==> src/ptw_pkg.sv <==
// ----------------------------------------------------------------------------
// ptw_pkg
// Shared types, sizes and the sequencer microprogram of the page walker.
// ----------------------------------------------------------------------------
package ptw_pkg;

    // Field widths
    localparam int VA_W     = 48;
    localparam int PA_W     = 48;
    localparam int ENTRY_W  = 64;
    localparam int FRAME_W  = 36;
    localparam int IDX_W    = 9;
    localparam int OFF_W    = 12;
    localparam int LVL_W    = 2;

    // Entry store: one word per 8-byte table entry
    localparam int STORE_WORDS = 4096;
    localparam int STORE_AW    = $clog2(STORE_WORDS);
    localparam int WORD_W      = PA_W - 3;

    // Microprogram counter
    localparam int PC_W = 3;
    typedef logic [PC_W-1:0] pc_t;

    localparam pc_t PC_IDLE    = 3'd0;
    localparam pc_t PC_RD_ROOT = 3'd1;
    localparam pc_t PC_CHECK   = 3'd2;
    localparam pc_t PC_EMIT    = 3'd3;
    localparam pc_t PC_LD_RD   = 3'd4;
    localparam pc_t PC_LD_WR   = 3'd5;

    // Next-step selection of a control word
    typedef enum logic [2:0] {
        COND_SEQ,       // go to the following step
        COND_GOTO,      // go to target
        COND_WAIT_IN,   // hold until a transfer; load -> target, translate -> next
        COND_LOOP,      // target while more levels remain, else next
        COND_WAIT_OUT   // hold while result register is busy, then target
    } cond_t;

    // One control word
    typedef struct packed {
        logic  take;     // input channel open
        logic  rd_walk;  // read entry at current base and level index
        logic  chk;      // check entry, read next level
        logic  rd_load;  // read entry at load address
        logic  wr_load;  // write load entry if still unwritten
        logic  emit;     // move result into the output register
        cond_t cond;
        pc_t   target;
    } ctl_t;

    // Status seen by the sequencer
    typedef struct packed {
        logic accept;     // input transfer this cycle
        logic is_load;    // accepted item is a load
        logic walk_more;  // entry good and levels remain
        logic out_busy;   // result register full and not drained
    } seq_stat_t;

    // Microprogram ROM
    function automatic ctl_t ucode_rom(input pc_t pc);
        ctl_t w;
        w = '{take: 1'b0, rd_walk: 1'b0, chk: 1'b0, rd_load: 1'b0, wr_load: 1'b0,
              emit: 1'b0, cond: COND_GOTO, target: PC_IDLE};
        case (pc)
            PC_IDLE:
            begin
                w.take   = 1'b1;
                w.cond   = COND_WAIT_IN;
                w.target = PC_LD_RD;
            end
            PC_RD_ROOT:
            begin
                w.rd_walk = 1'b1;
                w.cond    = COND_SEQ;
            end
            PC_CHECK:
            begin
                w.chk    = 1'b1;
                w.cond   = COND_LOOP;
                w.target = PC_CHECK;
            end
            PC_EMIT:
            begin
                w.emit   = 1'b1;
                w.cond   = COND_WAIT_OUT;
                w.target = PC_IDLE;
            end
            PC_LD_RD:
            begin
                w.rd_load = 1'b1;
                w.cond    = COND_SEQ;
            end
            PC_LD_WR:
            begin
                w.wr_load = 1'b1;
                w.cond    = COND_GOTO;
                w.target  = PC_IDLE;
            end
            default:
            begin
                w.cond   = COND_GOTO;
                w.target = PC_IDLE;
            end
        endcase
        return w;
    endfunction

    // Table index of a logical address for one walk level
    function automatic logic [IDX_W-1:0] level_index(input logic [VA_W-1:0] la,
                                                      input logic [LVL_W-1:0] lvl);
        logic [IDX_W-1:0] idx;
        case (lvl)
            2'd0:    idx = la[47:39];
            2'd1:    idx = la[38:30];
            2'd2:    idx = la[29:21];
            default: idx = la[20:12];
        endcase
        return idx;
    endfunction

endpackage

==> src/ptw_seq.sv <==
// ----------------------------------------------------------------------------
// ptw_seq
// Microprogram sequencer: step counter, control ROM and jump logic.
// ----------------------------------------------------------------------------
module ptw_seq
(
    input  logic               clk,
    input  logic               rst_n,
    input  ptw_pkg::seq_stat_t stat,
    output ptw_pkg::ctl_t      ctl
);
    import ptw_pkg::*;

    pc_t pc_reg;
    pc_t pc_next;
    pc_t pc_inc;

    // Current control word
    assign ctl    = ucode_rom(pc_reg);
    assign pc_inc = pc_reg + pc_t'(1);

    // Next step
    always_comb
    begin
        pc_next = pc_reg;
        case (ctl.cond)
            COND_SEQ:      pc_next = pc_inc;
            COND_GOTO:     pc_next = ctl.target;
            COND_WAIT_IN:
            begin
                if (stat.accept)
                begin
                    pc_next = stat.is_load ? ctl.target : pc_inc;
                end
            end
            COND_LOOP:     pc_next = stat.walk_more ? ctl.target : pc_inc;
            COND_WAIT_OUT: pc_next = stat.out_busy ? pc_reg : ctl.target;
            default:       pc_next = PC_IDLE;
        endcase
    end

    always_ff @(posedge clk or negedge rst_n)
    begin
        if (!rst_n)
        begin
            pc_reg <= PC_IDLE;
        end
        else
        begin
            pc_reg <= pc_next;
        end
    end

endmodule

==> config.mk <==
export PLATFORM = sky130hd
export DESIGN_NAME = ptw_seq
export DESIGN_NICKNAME = d
export VERILOG_FILES = /design/src/ptw_pkg.sv /design/src/ptw_seq.sv
export SDC_FILE = /design/constraint.sdc
export NUM_CORES = 1
export LEC_CHECK = 0
export ABC_AREA = 1
export BUFFER_PORTS_ARGS = -buffer_cell sky130_fd_sc_hd__clkbuf_2
export CORE_MARGIN = 2
export CORE_UTILIZATION = 38
export DETAILED_ROUTE_END_ITERATION = 10
export SKIP_LAST_GASP = 1
export SLEW_MARGIN = 20
export SYNTH_ARGS = -nofsm -noshare
export SYNTH_HDL_FRONTEND = slang
export SYNTH_SLANG_ARGS = --single-unit
==> constraint.sdc <==
create_clock -name clk -period 2.5 [get_ports clk]
set_clock_uncertainty 0.2 [all_clocks]
set_input_delay 0.5 -clock clk [delete_from_list [all_inputs] [get_ports clk]]
set_output_delay 0.5 -clock clk [all_outputs]
set_load 0.02 [all_outputs]
==> reports/qor.csv <==
stage,metric,value,unit
cells_and_area,syn2layout_area_growth,20.1,%
drt,viasPerCell,4.88,
power_and_ir_drop,peakVddDrop,0.524,mV
clock_network,clockRootBuffer,clkbuf_4,
cells_and_area,drive_above_1_share,34.0,%
setup_path,crit_buf_inv,3,
setup_path,slowest_stage,dfrtp_1,
logic_synthesis,synth_cells,82,
run,cap_violations,0,
sta,rsz0062_at_grt,false,
place,place_area,613,um2
drt,drt_wl_total,1120,um
sta,tns,0,ns
power_and_ir_drop,internal_power,356,uW
floorplan,fp.dieW,41.7,um
global_routing,grt_max_degree,10,
sta,setup_viol,0,
place,port_buffers,16,
logic_synthesis,synth_cell_types,19,
clock_network,cts_buffer_depth,2,
setup_path,required,1.80,ns
power_and_ir_drop,p_sw_share,58.9,%
global_routing,grt_usage,14.4,%
clock_network,cts.reportedPaths.clkPinSlew,0.03,ns
clock_network,postCtsSetupBuffers,0,
clock_network,h-tree-depth,1,
logic_synthesis,syn_nets,94,
power_and_ir_drop,leakagePower,0.000389,uW
floorplan,coreArea,1320,um2
sta,max_freq,0.454,GHz
sta,post-route-min-period,2.20,ns
setup_path,path_cells,"inv_2, ha_1, inv_1, nor2_1, clkbuf_2",
setup_path,critical_path.top_delay_family,flip-flops,
drt,drtAntennaViolNets,0,
cells_and_area,final_cell_mix,"nand2_1 (23), clkbuf_2 (16), nand3_1 (11), inv_1 (10), ha_1 (6)",
cells_and_area,mostFrequentLayoutCell,nand2_1,
cells_and_area,nets,113,
global_routing,grt-ovfl-total,0,
cells_and_area,fillers,137,
floorplan,start_util,41.0,%
cells_and_area,final_area,649,um2
drt,detail_route.wl_per_cell,9.73,um
power_and_ir_drop,comb_power_share,77.9,%
min_path,min_path_type,input pin to flip-flop,
logic_synthesis,syn-cell-area,541,um2
setup_path,worst_setup_path_end_kind,output port,
place,place_hpwl,911,um
clock_network,clk_latency,0.22,ns
drt,first_pass_iters,4,
floorplan,dieArea,1740,um2
power_and_ir_drop,p_seq_share,12.9,%
setup_path,arrival,1.50,ns
power_and_ir_drop,clkPwrFrac,9.3,%
setup_path,crit_path_start_kind,flip-flop,
clock_network,cts_tree,built,
power_and_ir_drop,switchingPower,511,uW
power_and_ir_drop,power_density,1340,nW/um2
logic_synthesis,ys_ff_latch,3,
logic_synthesis,synth_area_per_cell,6.59,um2
sta,drv_slew,0,
drt,drc,0,
sta,fin_crit_sh,88.0,%
clock_network,clock-sinks,3,
setup_path,path_max_fanout,7,
logic_synthesis,yosysSeqAreaShare,13.9,%
setup_path,critPathMaxStageDelay,0.46,ns
cells_and_area,n_antenna_cell,0,
global_routing,antenna_found_initial,0,
drt,vias,561,
global_routing,grt_pass1_wl,2020,um
run_status,status,finished clean,
floorplan,boundaryPins,18,
floorplan,core.rowCount,13,
sta,hold_viol_final,0,
global_routing,grt_pass1_vias,491,
cells_and_area,largest_register_ffs,3,
floorplan,die_y,41.7,um
drt,first_iter_violations,21,
sta,whs,0.384,ns
place,pre_cts_ws,0.529,ns
sta,fin_ws,0.299,ns
logic_synthesis,ys_warn_count,0,
setup_path,path_class,flip-flop to output port,
clock_network,cts_buffers,3,
power_and_ir_drop,total_power,867,uW
place,place.gp.congestion,0.871,
[per-layer routing]
metal / share of wire, % / up-vias / GRT usage (%)
li1: - / 294 / -
met1: 48 / 240 / 21.0
met2: 46 / 25 / 20.6
met3: 5.6 / 2 / 1.30
met4: 1.2 / 0 / 7.74
met5: 0 / - / 0
[final cells by class]
cell class	count	area, um2	area share [%]
Clock buffer	4	26.3	4.05
Timing Repair Buffer	17	90.1	13.9
Inverter	12	52.6	8.09
Multi-Input combinational cell	64	387	59.5
Tap cell	15	18.8	2.89
Sequential cell	3	75.1	11.6
[synthesized netlist by cell type]
| cell type | instances | area, um2 |
|---|---|---|
| inv_2 | 1 | 3.75 |
| nand4_1 | 5 | 31.3 |
| buf_6 | 1 | 11.3 |
| nand3_4 | 1 | 17.5 |
| dfrtp_1 | 3 | 75.1 |
| ha_1 | 6 | 75.1 |
| nor3_2 | 1 | 10.0 |
| buf_4 | 2 | 15.0 |
| nand2_1 | 23 | 86.3 |
| nand2_2 | 5 | 31.3 |
| nor2_1 | 5 | 18.8 |
| conb_1 | 1 | 3.75 |
| nand3_1 | 11 | 55.1 |
| o21ai_2 | 2 | 17.5 |
| inv_1 | 10 | 37.5 |
| inv_8 | 1 | 11.3 |
| nor2_2 | 1 | 6.26 |
| nor2_4 | 1 | 11.3 |
| nand2_4 | 2 | 22.5 |
[power by group through the flow]
stage | Combinational [uW] | Clock, uW | Sequential, uW
3_3_place_gp | 674 | 0 | 111
4_1_cts | 680 | 83.4 | 114
3_5_place_dp | 677 | 0 | 114
6_report | 675 | 80.5 | 111
5_1_grt | 756 | 89.6 | 117
2_1_floorplan | 560 | 0 | 90.3
[cells by family after synthesis]
family	synth area share [%]
and+or+nand+nor	53.7
buffers and inverters	14.6
adders and majority gates	13.9
DFF	13.9
AOI/OAI and AO/OA	3.24
other	0.694
[worst paths after layout]
check / slack (ns) / start / cells past startpoint / end
min in group asynchronous: 0.40 / rst_n / 2 / pc_reg[2]$_DFFE_PN0P_
hold reg to reg: 0.39 / pc_reg[1]$_DFFE_PN0P_ / 2 / pc_reg[1]$_DFFE_PN0P_
hold / removal: 0.38 / stat[3] / 4 / pc_reg[0]$_DFFE_PN0P_
setup reg to reg: 0.60 / pc_reg[0]$_DFFE_PN0P_ / 8 / pc_reg[2]$_DFFE_PN0P_
max in group asynchronous: 1.59 / rst_n / 2 / pc_reg[1]$_DFFE_PN0P_
setup / recovery: 0.30 / pc_reg[0]$_DFFE_PN0P_ / 5 / ctl[11]
[tightest hold or removal path, delay by kind of cell]
kind | cells | cell delay (ns)
buffers and inverters | 1 | 0.10
and+or+nand+nor | 2 | 0.09
AOI/OAI and AO/OA | 1 | 0.07
[what timing repair did]
action                    CTS  global route
hold buffers                1             0
gates resized for setup     0             0
hold endpoints to repair    3             0
[per-stage QoR]
stage / utilization, % / instances
floorplan: - / 82
global placement: 46.5 / 110
detailed placement: 46.5 / 110
CTS: 49.3 / 115
global route: 49.3 / 115
finish: 49.3 / 115
No activity file was read; power rests on OpenSTA's default activity.
